===== src/hw/rtl/mmcp_pkg.sv =====
// ----------------------------------------------------------------------------
// mmcp_pkg
// shared widths, register codes and payload layout of the motor command packer
// ----------------------------------------------------------------------------
package mmcp_pkg;

  // input values and configuration registers
  localparam int VAL_W  = 32;          // signed Q15.16 command value
  localparam int CFG_W  = 31;          // unsigned Q15.16 bound register
  localparam int ADDR_W = 3;           // configuration register index
  localparam int BND_W  = VAL_W + 1;   // signed range bound, holds -limit
  localparam int SPAN_W = VAL_W;       // hi - lo, at most 2^32 - 2

  // code widths
  localparam int POS_CODE_W = 16;
  localparam int GEN_CODE_W = 12;
  localparam int DIV_STEPS  = POS_CODE_W;  // quotient bits produced per lane

  // per-lane pipeline: clamp stage, difference stage, one stage per quotient bit
  localparam int LANE_LAT = DIV_STEPS + 2;

  // beat widths
  localparam int NUM_FIELDS = 5;
  localparam int IN_W       = NUM_FIELDS * VAL_W;
  localparam int PAYLOAD_W  = 64;

  // result queue depth, must stay above the lane latency for full rate
  localparam int OUTQ_DEPTH = 32;

  // reset values of the bound registers
  localparam logic [CFG_W-1:0] RST_POS_LIMIT  = CFG_W'(6258688);
  localparam logic [CFG_W-1:0] RST_VEL_LIMIT  = CFG_W'(1966080);
  localparam logic [CFG_W-1:0] RST_TRQ_LIMIT  = CFG_W'(1179648);
  localparam logic [CFG_W-1:0] RST_STIFF_MIN  = CFG_W'(0);
  localparam logic [CFG_W-1:0] RST_STIFF_MAX  = CFG_W'(32768000);
  localparam logic [CFG_W-1:0] RST_DAMP_MIN   = CFG_W'(0);
  localparam logic [CFG_W-1:0] RST_DAMP_MAX   = CFG_W'(327680);

  // configuration register index
  typedef enum logic [ADDR_W-1:0] {
    REG_POS_LIMIT = 3'd0,
    REG_VEL_LIMIT = 3'd1,
    REG_TRQ_LIMIT = 3'd2,
    REG_STIFF_MIN = 3'd3,
    REG_STIFF_MAX = 3'd4,
    REG_DAMP_MIN  = 3'd5,
    REG_DAMP_MAX  = 3'd6
  } cfg_idx_t;

  // big-endian payload: position, velocity, stiffness, damping, torque
  function automatic logic [PAYLOAD_W-1:0] pack_payload(
    input logic [POS_CODE_W-1:0] pos_code,
    input logic [POS_CODE_W-1:0] vel_code,
    input logic [POS_CODE_W-1:0] kp_code,
    input logic [POS_CODE_W-1:0] kd_code,
    input logic [POS_CODE_W-1:0] trq_code
  );
    // 12-bit codes are the top bits of the 16-bit quotient
    return {pos_code,
            vel_code[POS_CODE_W-1 -: GEN_CODE_W],
            kp_code[POS_CODE_W-1 -: GEN_CODE_W],
            kd_code[POS_CODE_W-1 -: GEN_CODE_W],
            trq_code[POS_CODE_W-1 -: GEN_CODE_W]};
  endfunction

endpackage


===== src/hw/rtl/mmcp_lane.sv =====
// ----------------------------------------------------------------------------
// mmcp_lane
// clamp one value to [lo, hi] and scale it to a 16-bit code through a
// pipelined restoring divider, one quotient bit per stage
// ----------------------------------------------------------------------------
module mmcp_lane (
  input  logic                                  clk,
  input  logic signed [mmcp_pkg::VAL_W-1:0]     x,
  input  logic signed [mmcp_pkg::BND_W-1:0]     lo,
  input  logic signed [mmcp_pkg::BND_W-1:0]     hi,
  output logic [mmcp_pkg::POS_CODE_W-1:0]       code
);
  import mmcp_pkg::*;

  logic signed [BND_W-1:0]  x_ext;
  logic signed [BND_W-1:0]  x_clamp;
  logic signed [BND_W-1:0]  span_full;
  logic signed [BND_W-1:0]  diff_full;

  logic signed [BND_W-1:0]  xc_r;
  logic signed [BND_W-1:0]  lo_r;
  logic [SPAN_W-1:0]        span1_r;
  logic                     empty1_r;

  logic [SPAN_W-1:0]        diff_r;
  logic [SPAN_W-1:0]        span2_r;
  logic                     empty2_r;

  // divider stage registers, one entry per quotient bit
  logic [SPAN_W-1:0]        rem_r   [DIV_STEPS];
  logic [DIV_STEPS-1:0]     quo_r   [DIV_STEPS];
  logic [SPAN_W-1:0]        dspan_r [DIV_STEPS];
  logic                     dempty_r[DIV_STEPS];
  logic                     dsat_r  [DIV_STEPS];

  // clamp and span, compares run side by side
  always_comb begin
    x_ext     = {x[VAL_W-1], x};
    span_full = hi - lo;
    if (x_ext < lo) begin
      x_clamp = lo;
    end else if (x_ext > hi) begin
      x_clamp = hi;
    end else begin
      x_clamp = x_ext;
    end
  end

  always_ff @(posedge clk) begin
    xc_r     <= x_clamp;
    lo_r     <= lo;
    span1_r  <= span_full[SPAN_W-1:0];
    empty1_r <= (hi <= lo);
  end

  // offset from the low bound, 0 .. span
  assign diff_full = xc_r - lo_r;

  always_ff @(posedge clk) begin
    diff_r   <= diff_full[SPAN_W-1:0];
    span2_r  <= span1_r;
    empty2_r <= empty1_r;
  end

  // restoring division of diff * 2^16 by span
  for (genvar s = 0; s < DIV_STEPS; s++) begin : g_step
    logic [SPAN_W-1:0]    r_in;
    logic [SPAN_W-1:0]    sp_in;
    logic [DIV_STEPS-1:0] q_in;
    logic                 e_in;
    logic                 sat_in;
    logic [SPAN_W:0]      r_dbl;
    logic [SPAN_W:0]      r_sub;
    logic                 ge;

    if (s == 0) begin : g_first
      assign r_in   = diff_r;
      assign sp_in  = span2_r;
      assign q_in   = '0;
      assign e_in   = empty2_r;
      // value at the top of its range gives the full-scale code
      assign sat_in = (diff_r >= span2_r);
    end else begin : g_next
      assign r_in   = rem_r[s-1];
      assign sp_in  = dspan_r[s-1];
      assign q_in   = quo_r[s-1];
      assign e_in   = dempty_r[s-1];
      assign sat_in = dsat_r[s-1];
    end

    assign r_dbl = {r_in, 1'b0};
    assign r_sub = r_dbl - {1'b0, sp_in};
    assign ge    = (r_dbl >= {1'b0, sp_in});

    always_ff @(posedge clk) begin
      rem_r[s]    <= ge ? r_sub[SPAN_W-1:0] : r_dbl[SPAN_W-1:0];
      quo_r[s]    <= {q_in[DIV_STEPS-2:0], ge};
      dspan_r[s]  <= sp_in;
      dempty_r[s] <= e_in;
      dsat_r[s]   <= sat_in;
    end
  end

  // empty range gives zero, top of range saturates
  always_comb begin
    if (dempty_r[DIV_STEPS-1]) begin
      code = '0;
    end else if (dsat_r[DIV_STEPS-1]) begin
      code = '1;
    end else begin
      code = quo_r[DIV_STEPS-1];
    end
  end

endmodule


===== config.mk =====
export PLATFORM = sky130hd
export DESIGN_NAME = mmcp_lane
export DESIGN_NICKNAME = d
export VERILOG_FILES = /design/src/hw/rtl/mmcp_pkg.sv /design/src/hw/rtl/mmcp_lane.sv
export SDC_FILE = /design/constraint.sdc
export NUM_CORES = 2
export LEC_CHECK = 0
export BUFFER_PORTS_ARGS = -buffer_cell sky130_fd_sc_hd__buf_2
export CORE_MARGIN = 4
export CORE_UTILIZATION = 45
export DETAILED_ROUTE_END_ITERATION = 12
export PLACE_DENSITY_LB_ADDON = 0.25
export SETUP_SLACK_MARGIN = 0.4
export SLEW_MARGIN = 25
export SYNTH_ARGS = -nofsm -noshare
export SYNTH_HDL_FRONTEND = slang
export SYNTH_SLANG_ARGS = --single-unit

===== constraint.sdc =====
create_clock -name clk -period 7.4 [get_ports clk]
set_input_delay 0.37 -clock clk [delete_from_list [all_inputs] [get_ports clk]]
set_output_delay 0.37 -clock clk [all_outputs]
set_load 0.02 [all_outputs]

======== After elaboration in Yosys (flattened, before gate mapping) ========
Memories as Yosys holds them, arrays and structs flattened.
Cells that the tools add are included.
operators by class
  $add $sub $neg .......................... 18
  order comparisons ....................... 20
  mux-type cells .......................... 20
operators with widths
  cell                                                            number
  32-bit 2-to-1 mux                                               18
  32-bit subtractor                                               18
  33-bit by 32-bit greater-or-equal comparator with 1-bit output  16
  32-bit by 33-bit greater-than comparator with 1-bit output      1
  33-bit less-or-equal comparator                                 1
  32-bit by 33-bit < comparator with 1-bit output                 1
  32-bit greater-or-equal comparator                              1
  16-bit 2-to-1 mux                                               2
word-level totals
  register bits after elaboration ......... 162
  memory bits (writable) .................. 1312
  memories ................................ 5
memories
  memory    depth  bits a word  rd ports  clocked after Yosys merged registers in  wr ports  RTL line         source
  dspan_r   16     32           15        0                                        16        mmcp_lane.sv:32  logic [SPAN_W-1:0] dspan_r [DIV_STEPS];
  rem_r     16     32           15        0                                        16        mmcp_lane.sv:30  logic [SPAN_W-1:0] rem_r [DIV_STEPS];
  quo_r     16     16           16        0                                        16        mmcp_lane.sv:31  logic [DIV_STEPS-1:0] quo_r [DIV_STEPS];
  dempty_r  16     1            16        0                                        16        mmcp_lane.sv:33  logic dempty_r[DIV_STEPS];
  dsat_r    16     1            16        0                                        16        mmcp_lane.sv:34  logic dsat_r [DIV_STEPS];

======== Depth between registers and ports, before layout ========
  depth in word-level cells ............... 3
  depth in mapped cells ................... 15

======== Worst setup path after synthesis ========
Ideal clock, no wire load.
  kind .................................... register -> register
  start point ............................. memory dspan_r[0][33] (netlist name)
  end point ............................... memory rem_r[0][68] (netlist name)
  setup time .............................. 0.121 ns
  arrival time ............................ 3.244 ns
  required time ........................... 7.279 ns
  path slack .............................. 4.035 ns
  stages on the path, launching flop included .. 15
  period minus slack after synthesis ...... 3.365 ns
  cells stage by stage .................... dfxtp_1 inv_1 ha_1 nor2b_1 o21a_1 o21ai_0 o2111ai_1 a221o_1 a41o_4 a31oi_4 o21ai_1 a2111o_1 buf_6 buf_6 mux2_4
RTL lines
  what             RTL line
  start, declared  mmcp_lane.sv:32
  end, declared    mmcp_lane.sv:30

==> metrics <==
highest clock rate 239.2 MHz; Max Cap Viol 0; clock skew 46.12 ps; Final Hold Fails 0; Commonest cells post-synth dfxtp_1, inv_1, ha_1; final setup TNS 0 ps; Site Rows 138; outcome completed; RePlAce Congestion 0.9128; VDD IR-drop max 0.2454 mV; Layout Nets 8045; RSZ-0062 raised after global routing false; critical path class flip-flop to flip-flop; CTS tree built; Post-synth ARST share 0%; most numerous cell in the Yosys netlist dfxtp_1; initial antenna violation count 0; Max Slew Vio Count 0; # clock sinks 1290; H-tree depth 4; fin area 73030 um2; crit path DAT 4800 ps; R2R setup slack 3220 ps; largest net degree at the start of global routing 63; HPWL Detailed 127300 um; crit path time final 4181 ps; Avg Cell Area, Syn 9.178 um2; Final setup viols 0; vias 49410; worst slew pin tran 1119 ps; CTS Root Cell clkbuf_16; Max clock buf depth 3; die area 149700 um2; ANT nets after route 0; Starting Density 45.46%; largest fanout on the critical path 29; vias in the first global route 48790; clk slew on worst S/H paths 60 ps; DRC violations left 0; I/O pins 115; sequential element share of the synthesized area 39.97%; Layout fillers 13070; Power Density 566.2 nW/um2; TritonRoute pass-1 iters 6; hold path start hi[9]; total track usage 20.96%; Syn Std Cell Area 64610 um2; first-pass GRT wire length 257100 um; Relative slew margins 24.70%; die span in y 386.9 um; HP Class primary input to flip-flop; worst flop-to-flop path startpoint dspan_r[0][97]$_DFF_P_; multi-input logic area 35370 um2; DRT iter0 DRCs 2843; Synth Warn # 0; syn nets 7827; WP data required 8020 ps; fraction of layout cells with a size suffix above 1 8.607%; Synth cell types 86; final WL 161000 um; Port-buffer cells 114; Period Utilization, post-route 56.50%; crit end category flip-flop; DR WL/cell 17.39 um; top cells by area, synth dfxtp_1, ha_1, inv_1; Post-Synthesis Cells 7039; gr ovfl total 0; Post-CTS Setup Repair Bufs 0; Core ar. 142100 um2; P_leak 0.03444 uW; Num CTS Buffers 139; PnR Total Power 41350 uW; DIE WIDTH 386.9 um; Post-DP Area 67190 um2; ys flop type dfxtp_1; number of flops mapped to enable cells by yosys 0; area share of the largest cell type after synthesis 39.97%; Layout area overhead 13.04%; Synth Register Bits 1290; FF/Latch Area 25820 um2; clk_lat worst skew 780 ps; Synth area leader dfxtp_1; Critical path origin dspan_r[0][97]$_DFF_P_; crit path launch type flip-flop; Vias/cell 5.337
-- cells in the final DEF, fill, tap and decap left out, types with 124 or more instances in the layout --
cell and count:
dfxtp_1 1290, clkbuf_16 140, o21ai_0 393, mux2_2 165, ha_1 672, xor2_1 154
nor2_1 453, nand2_1 376, inv_1 781, xnor2_1 266, nand3_1 124, a21oi_1 540
a21o_1 302
-- path summary, 6_finish.rpt --
kind                            to  cells past startpoint
max          rem_r[0][158]$_DFF_P_                     13
min                xc_r[9]$_DFF_P_                      3
max reg2reg  rem_r[0][158]$_DFF_P_                     13
min reg2reg  quo_r[1][113]$_DFF_P_                      0
-- power breakdown --
group	leakage, uW	switching (uW)	internal, uW
logic	0.0212	12300	10100
clock network	0.00240	2920	4360
registers	0.0109	1840	9860
-- state kept, by name, indices dropped and copies added (netlist names) --
register      flops
g_step.sp_in     32
dempty_r         16
dspan_r         480
empty2_r          1
lo_r             32
xc_r             32
rem_r           480
empty1_r          1
span1_r          32
diff_r           32
quo_r           136
dsat_r           16
-- area by class of cell --
cell class	instances	share of cell area, %
antenna	2	0.006853
timing repair buffer	219	2.214
multi-input combinational	4824	48.43
clock inverter	65	1.312
sequential	1290	35.36
tap	1890	3.238
inverter	783	4.024
clock buffer	185	5.412
-- worst max-delay path, cell delays in order, from the launching register on --
cell,delay (ps)
dfxtp_1,370
inv_1,60
ha_1,280
nor2b_1,150
o31a_1,270
nor2_1,160
o211ai_1,130
a21o_1,280
a211oi_1,420
o41ai_2,230
a21o_1,230
a21oi_1,560
inv_2,480
mux2_2,410
-- repair_timing --
| item | in CTS | in global routing |
|---|---|---|
| hold endpoints to repair | 69 | 0 |
| resized for setup | 0 | 0 |
| hold buffers | 90 | 0 |
-- per-layer routing --
layer	wire length, um	global-route usage, %
met5	0	0
met4	6721	8.599
met3	5377	2.604
met2	79100	37.49
met1	69840	25.42
-- kinds of logic (layout without fill, tap and decap cells) --
group	count (synthesis)	after routing	synth area share, %
AND/OR/NAND/NOR	1557	1557	11.67
adder cells (fa/ha/maj)	689	689	13.54
buffers and inverters	925	1252	5.457
XOR/XNOR	420	420	5.694
other	0	2	0
AO/OA/AOI/OAI	1846	1846	18.22
flip-flops	1290	1290	39.97
multiplexers	312	312	5.448
-- per-stage QoR --
stage / util [%] / hold WS [ps] / instances / setup slack (ps)
after floorplan: - / 309.6 / 7039 / 4035
after global placement: 47.26 / 309.8 / 8914 / 3321
after detailed placement: 47.29 / 312.1 / 8915 / 3243
after CTS: 51.38 / 6.816 / 9255 / 3192
after global routing: 51.39 / 5.869 / 9256 / 2917
final: 51.39 / 53.50 / 9258 / 3219
Power figures use the tool's default switching activity.
