$ cat src/hw/rtl/mmcp_pkg.sv
// ----------------------------------------------------------------------------
// mmcp_pkg
// shared widths, register codes and payload layout of the motor command packer
// ----------------------------------------------------------------------------
package mmcp_pkg;

  // input values and configuration registers
  localparam int VAL_W  = 32;          // signed Q15.16 command value
  localparam int CFG_W  = 31;          // unsigned Q15.16 bound register
  localparam int ADDR_W = 3;           // configuration register index
  localparam int BND_W  = VAL_W + 1;   // signed range bound, holds -limit
  localparam int SPAN_W = VAL_W;       // hi - lo, at most 2^32 - 2

  // code widths
  localparam int POS_CODE_W = 16;
  localparam int GEN_CODE_W = 12;
  localparam int DIV_STEPS  = POS_CODE_W;  // quotient bits produced per lane

  // per-lane pipeline: clamp stage, difference stage, one stage per quotient bit
  localparam int LANE_LAT = DIV_STEPS + 2;

  // beat widths
  localparam int NUM_FIELDS = 5;
  localparam int IN_W       = NUM_FIELDS * VAL_W;
  localparam int PAYLOAD_W  = 64;

  // result queue depth, must stay above the lane latency for full rate
  localparam int OUTQ_DEPTH = 32;

  // reset values of the bound registers
  localparam logic [CFG_W-1:0] RST_POS_LIMIT  = CFG_W'(6258688);
  localparam logic [CFG_W-1:0] RST_VEL_LIMIT  = CFG_W'(1966080);
  localparam logic [CFG_W-1:0] RST_TRQ_LIMIT  = CFG_W'(1179648);
  localparam logic [CFG_W-1:0] RST_STIFF_MIN  = CFG_W'(0);
  localparam logic [CFG_W-1:0] RST_STIFF_MAX  = CFG_W'(32768000);
  localparam logic [CFG_W-1:0] RST_DAMP_MIN   = CFG_W'(0);
  localparam logic [CFG_W-1:0] RST_DAMP_MAX   = CFG_W'(327680);

  // configuration register index
  typedef enum logic [ADDR_W-1:0] {
    REG_POS_LIMIT = 3'd0,
    REG_VEL_LIMIT = 3'd1,
    REG_TRQ_LIMIT = 3'd2,
    REG_STIFF_MIN = 3'd3,
    REG_STIFF_MAX = 3'd4,
    REG_DAMP_MIN  = 3'd5,
    REG_DAMP_MAX  = 3'd6
  } cfg_idx_t;

  // big-endian payload: position, velocity, stiffness, damping, torque
  function automatic logic [PAYLOAD_W-1:0] pack_payload(
    input logic [POS_CODE_W-1:0] pos_code,
    input logic [POS_CODE_W-1:0] vel_code,
    input logic [POS_CODE_W-1:0] kp_code,
    input logic [POS_CODE_W-1:0] kd_code,
    input logic [POS_CODE_W-1:0] trq_code
  );
    // 12-bit codes are the top bits of the 16-bit quotient
    return {pos_code,
            vel_code[POS_CODE_W-1 -: GEN_CODE_W],
            kp_code[POS_CODE_W-1 -: GEN_CODE_W],
            kd_code[POS_CODE_W-1 -: GEN_CODE_W],
            trq_code[POS_CODE_W-1 -: GEN_CODE_W]};
  endfunction

endpackage

$ cat src/hw/rtl/mmcp_ram.sv
// ----------------------------------------------------------------------------
// mmcp_ram
// generic simple dual-port ram, one write and one registered read port
// ----------------------------------------------------------------------------
module mmcp_ram #(
  parameter int WIDTH = 8,
  parameter int DEPTH = 16
) (
  input  logic                     clk,
  input  logic                     wr_en,
  input  logic [$clog2(DEPTH)-1:0] wr_addr,
  input  logic [WIDTH-1:0]         wr_data,
  input  logic                     rd_en,
  input  logic [$clog2(DEPTH)-1:0] rd_addr,
  output logic [WIDTH-1:0]         rd_data
);

  logic [WIDTH-1:0] mem [DEPTH];
  logic [WIDTH-1:0] rd_data_r;

  // write port
  always_ff @(posedge clk) begin
    if (wr_en) begin
      mem[wr_addr] <= wr_data;
    end
  end

  // registered read, holds when not enabled
  always_ff @(posedge clk) begin
    if (rd_en) begin
      rd_data_r <= mem[rd_addr];
    end
  end

  assign rd_data = rd_data_r;

endmodule

$ cat src/hw/rtl/mmcp_outq.sv
// ----------------------------------------------------------------------------
// mmcp_outq
// result queue in ram; the ram read register drives the output beat
// ----------------------------------------------------------------------------
module mmcp_outq #(
  parameter int DEPTH = mmcp_pkg::OUTQ_DEPTH,
  parameter int WIDTH = mmcp_pkg::PAYLOAD_W
) (
  input  logic                       clk,
  input  logic                       rst_n,
  input  logic                       push,
  input  logic [WIDTH-1:0]           push_data,
  output logic                       out_tvalid,
  input  logic                       out_tready,
  output logic [WIDTH-1:0]           out_tdata,
  output logic                       pop,
  output logic [$clog2(DEPTH+1)-1:0] cnt
);
  import mmcp_pkg::*;

  localparam int AW = $clog2(DEPTH);
  localparam int CW = $clog2(DEPTH + 1);

  logic [AW-1:0] wr_ptr_r, wr_ptr_nxt;
  logic [AW-1:0] rd_ptr_r, rd_ptr_nxt;
  logic [CW-1:0] cnt_r, cnt_nxt;
  logic          vld_r, vld_nxt;

  mmcp_ram #(
    .WIDTH (WIDTH),
    .DEPTH (DEPTH)
  ) u_ram (
    .clk     (clk),
    .wr_en   (push),
    .wr_addr (wr_ptr_r),
    .wr_data (push_data),
    .rd_en   (pop),
    .rd_addr (rd_ptr_r),
    .rd_data (out_tdata)
  );

  // read the next entry when the output beat is free or leaving
  assign pop = (cnt_r != '0) && (!vld_r || out_tready);

  always_comb begin
    wr_ptr_nxt = wr_ptr_r;
    rd_ptr_nxt = rd_ptr_r;
    if (push) begin
      wr_ptr_nxt = (wr_ptr_r == AW'(DEPTH - 1)) ? '0 : wr_ptr_r + 1'b1;
    end
    if (pop) begin
      rd_ptr_nxt = (rd_ptr_r == AW'(DEPTH - 1)) ? '0 : rd_ptr_r + 1'b1;
    end
    cnt_nxt = cnt_r + CW'(push) - CW'(pop);
    if (pop) begin
      vld_nxt = 1'b1;
    end else if (out_tready) begin
      vld_nxt = 1'b0;
    end else begin
      vld_nxt = vld_r;
    end
  end

  always_ff @(posedge clk) begin
    if (!rst_n) begin
      wr_ptr_r <= '0;
      rd_ptr_r <= '0;
      cnt_r    <= '0;
      vld_r    <= 1'b0;
    end else begin
      wr_ptr_r <= wr_ptr_nxt;
      rd_ptr_r <= rd_ptr_nxt;
      cnt_r    <= cnt_nxt;
      vld_r    <= vld_nxt;
    end
  end

  assign out_tvalid = vld_r;
  assign cnt        = cnt_r;

endmodule

$ cat config.mk
export PLATFORM = sky130hd
export DESIGN_NAME = mmcp_outq
export DESIGN_NICKNAME = d
export VERILOG_FILES = /design/src/hw/rtl/mmcp_pkg.sv /design/src/hw/rtl/mmcp_ram.sv /design/src/hw/rtl/mmcp_outq.sv
export SDC_FILE = /design/constraint.sdc
export NUM_CORES = 2
export LEC_CHECK = 0
export BUFFER_PORTS_ARGS = -buffer_cell sky130_fd_sc_hd__buf_4
export CAP_MARGIN = 10
export CORE_UTILIZATION = 55
export DETAILED_ROUTE_END_ITERATION = 10
export HOLD_SLACK_MARGIN = 0.15
export PLACE_DENSITY = 0.71
export REMOVE_ABC_BUFFERS = 1
export SLEW_MARGIN = 25
export SYNTH_ARGS = -nofsm -noshare
export SYNTH_HDL_FRONTEND = slang
export SYNTH_HIERARCHICAL = 1
export SYNTH_SLANG_ARGS = --single-unit
export TNS_END_PERCENT = 20
$ cat constraint.sdc
create_clock -name clk -period 5.85 [get_ports clk]
set_input_delay 0 -clock clk [delete_from_list [all_inputs] [get_ports clk]]
set_output_delay 0 -clock clk [all_outputs]
set_load 0.005 [all_outputs]
# After elaboration in Yosys (flattened, before gate mapping)
# Memories as Yosys holds them, arrays and structs flattened. A register that Yosys moved wholly into a read port is not among the register bits.
# Index checks and enable logic that the tools add are counted.
[word_totals]
reg_bits = 17
ram_bits = 2048
inputBits = 68
out_inout_bits = 72
elab_cells = 22
mem_count = 1
[mem_list]
columns = ["memory", "depth", "word_bits", "rd", "rd_clocked_by_memory_dff", "wr", "line", "rtl"]
rows = [
  ["u_ram.mem", 32, 64, 1, 1, 1, "mmcp_ram.sv:18", "logic [WIDTH-1:0] mem [DEPTH];"],
]
[classes]
add_sub_neg = 4
n_eq_ne = 2
mux = 6
n_reduce_logical = 5
[op_table]
columns = ["operator", "n"]
rows = [
  ["adder 5 x 1 -> 5 bit (second input constant)", 2],
  ["== test 5 bit (second input constant)", 2],
  ["2-to-1 mux 5 bit", 2],
  ["adder 6 x 1 -> 6 bit", 1],
  ["nonzero test 6 bit", 1],
  ["subtractor 6 x 1 -> 6 bit", 1],
  ["2-to-1 mux 1 bit", 4],
  ["nonzero test 2 bit", 1],
  ["logical AND 1 bit", 1],
  ["logical NOT 1 bit", 1],
  ["logical OR 1 bit", 1],
]

# Logic depth before layout (Yosys ltp)
[logic_depth]
ltp_word = 4
depth_mapped = 13
ltp_nobuf = 13

# Hierarchy
# Netlist, hierarchy kept.
[modules_own_cells]
columns = ["mod", "n_inst", "cells_each", "area_each_um2", "seq_area_each_um2"]
rows = [
  ["mmcp_ram", 1, 3097, 79605.1, 63420.8],
  ["mmcp_outq", 1, 101, 999.7, 340.3],
]

# Least setup slack after synthesis
# No wires, ideal clock.
[synth_path]
path_kind = "register -> register"
startpoint = "register wr_ptr_r[1]"
endpoint = "memory u_ram/mem[28][0] (netlist bit) (enable)"
setup_ns = 0.487
arrival_time_ns = 3.675
required_time_ns = 5.363
path_slack_ns = 1.689
path_stages_with_launch = 4
n_path_buf = 1
synth_period_minus_slack_ns = 4.161
path_cell_list = "dfxtp_1 -> or3b_2 -> clkbuf_1 -> nor2_1"
[synth_lines]
columns = ["element", "line", "rtl"]
rows = [
  ["start: declaration", "mmcp_outq.sv:24", "logic [AW-1:0] wr_ptr_r, wr_ptr_nxt;"],
  ["start signal: assignment", "mmcp_outq.sv:71", "wr_ptr_r <= wr_ptr_nxt;"],
  ["end: declaration", "mmcp_ram.sv:18", ""],
]
# No word-level cell before the write port.

# Worst setup path after layout
[layout_path]
startpoint = "register wr_ptr_r[0]"
endpoint = "memory u_ram/mem[2][18] (netlist bit) (enable)"
# No word-level cell before the write port.

==> out/metrics.yaml <==
route:
  via_per_inst: 6.557
  num_vias: 37279
  wl_um: 191300
  ant_nets: 0
  firstDrtPassIters: 5
  routedWlPerCell_um: 33.65
  drtIter0Drc: 4945
  drc_errors: 0
global_routing:
  grt_pass1_wl_um: 271300
  gr-total-overflow: 0
  grt_usage_pct: 26.36
  grt_max_degree: 103
  first_global_vias: 38179
  antenna_found_initial: 6
clock_network:
  cts_resized: 0
  htree_levels: 4
  clock_latency_ns: 0.83
  clockBufferDepth: 3
  cts_tree: "done"
  cts.sinks: 2129
  cts_buffers: 197
  cts_setup_buffers: 0
  clk_pin_slew_ns: 0.06
  hold_buffers: 135
  cts_root_buffer: "clkbuf_16"
power:
  switchingPower_uw: 8541
  switching_share_pct: 23.66
  p_int_uw: 27550
  power_frac_clock_pct: 34.4
  p_leak_uw: 0.02833
  finalPower_uw: 36090
  pwr-share-comb_pct: 16.7
  seqPwrFrac_pct: 48.9
  ir_drop_mv: 0.3300
  p_per_area_nw_per_um2: 391.0
setup_path:
  critPathRequiredTime_ns: 6.29
  cp_cell_sequence: "nand3b_1 > nor2_4 > buf_4"
  crit_slowest_cell: "nor2_4"
  reg2reg_from: "wr_ptr_r[0]"
  crit_fanout: 31
  crit_buf_inv: 1
  crit_type: "reg -> reg"
  worst_path_largest_cell_delay_ns: 1.03
  crit_arrival_ns: 3.78
  startpoint: "wr_ptr_r[0]"
  start_kind: "flip-flop"
  cp_top_family: "simple AND/OR/NAND/NOR gates"
  critical_path.endpoint_type: "flip-flop"
worst_hold_path:
  min_from: "push_data[10]"
  min_path_type: "in -> reg"
synthesis:
  avgSynthCellArea_um2: 25.20
  yosys.area.top_type: "edfxtp_1"
  synth_seq_cells: 2129
  synth-edff-count: 2112
  synth_area_leaders: "edfxtp_1, mux4_2, mux2_2"
  synth-seq-area-share_pct: 79.10
  ys_top_cells_by_count: "edfxtp_1, mux4_2, mux2_2"
  yosysUniqueCellTypes: 49
  yosys.area.top_type_share_pct: 78.68
  netlist_area_um2: 80600
  async_flop_share_pct: 0
  yosysMostFrequentCell: "edfxtp_1"
  ys.flop_type: "edfxtp_1"
  synthCells: 3198
  yosys_warnings: 6
place:
  place_inst: 5195
  io_buffers: 139
  gp_congestion: 0.7435
  dpl.hpwl_um: 91450
  place_area_um2: 84780
  dpl_worst_slack_ns: 2.567
sta:
  fin_ws_ns: 2.518
  final.period_utilization_pct: 56.95
  fmax_mhz: 300.1
  slew_violations: 0
  setup_viol: 0
  min_period_ns: 3.332
  finClkSkew_ns: 0.02554
  tightestPinTransition_ns: 1.074
  slew-limit-headroom_pct: 28.23
  final-hold-violation-count: 0
  holdWs_ns: 0.2093
  rsz0062_at_grt: "false"
floorplan:
  die_w_um: 384.8
  dieArea_um2: 148100
  start_util_pct: 55.37
  die_h_um: 384.8
  rows: 140
  io_pins: 140
  core_um2: 145600
layout:
  fin_nets: 3694
  fin_area_um2: 92310
  nFillCells: 9108
  drive_gt1_share_pct: 32.78
  final_cells: 5685
  diodes: 0
  synthToLayoutAreaGrowth_pct: 14.53
run_status:
  status: "completed"
run:
  max-cap-violations: 0
## cells in the final DEF, fill, tap and decap left out, types with 15 or more instances in the layout
master,n
edfxtp_1,2112
mux4_2,602
clkbuf_16,203
buf_4,202
dlygate4sd3_1,127
mux2_2,74
clkinv_1,51
mux2i_1,43
clkinv_2,37
clkbuf_1,35
buf_12,34
nor2_4,32
bufinv_16,16
o21ai_0,15
## metal layers
layer  up-vias  wire length (um)  track usage, %
li1      14769                 -               -
met1     19916             72220           36.79
met2      2235             94650           42.32
met3       351             19300           5.790
met4         8              5096           7.760
met5         -                45               0
## state kept, by name, summed over array words and instances, names as in the netlist
register       cells
rd_ptr_r           5
u_ram/rd_data     64
wr_ptr_r           5
out_tvalid         1
cnt                6
u_ram/mem       2048
## power groups by stage
stage	clock [uW]	combinational, uW	sequential [uW]
4_1_cts	12600	6120	17700
3_3_place_gp	0	5820	18000
3_5_place_dp	0	6000	18000
2_1_floorplan	0	3590	18100
6_report	12400	6030	17700
5_1_grt	13100	6440	17700
## cell type report
type / count / area [um2] / area share (%)
Timing Repair Buffer: 375 / 3602 / 3.902
Inverter: 12 / 46.29 / 0.05015
Multi-Input combinational cell: 898 / 16280 / 17.64
Clock inverter: 116 / 991.0 / 1.073
Tap cell: 1917 / 2399 / 2.598
Clock buffer: 238 / 5211 / 5.645
Sequential cell: 2129 / 63780 / 69.09
## worst paths after layout
kind | depth (start not counted) | slack (ns) | end
worst max register to register | 3 | 2.52 | u_ram/mem[2][18]
worst min-delay path | 2 | 0.21 | u_ram/mem[31][10]
worst min register to register | 2 | 0.60 | wr_ptr_r[1]
worst max-delay path | 3 | 2.52 | u_ram/mem[2][18]
## cells by family (layout without fill, tap and decap cells)
| family | Yosys count | in the layout | share of synthesized area [%] |
|---|---|---|---|
| muxes | 719 | 719 | 18.39 |
| AOI/OAI and AO/OA | 68 | 68 | 0.6194 |
| and+or+nand+nor | 97 | 97 | 0.6752 |
| buffers and inverters | 171 | 741 | 0.9919 |
| adders and majority gates | 13 | 13 | 0.2111 |
| xor gates and xnor gates | 1 | 1 | 0.01087 |
| DFF | 2129 | 2129 | 79.10 |
## through the flow
stage | TNS [ns] | util [%]
3_5_place_dp | 0 | 58.24
2_1_floorplan | -1112.47 | -
3_3_place_gp | 0 | 58.18
6_report | 0 | 63.42
5_1_grt | 0 | 63.42
4_1_cts | 0 | 63.43
No activity file was read; power rests on OpenSTA's default activity.
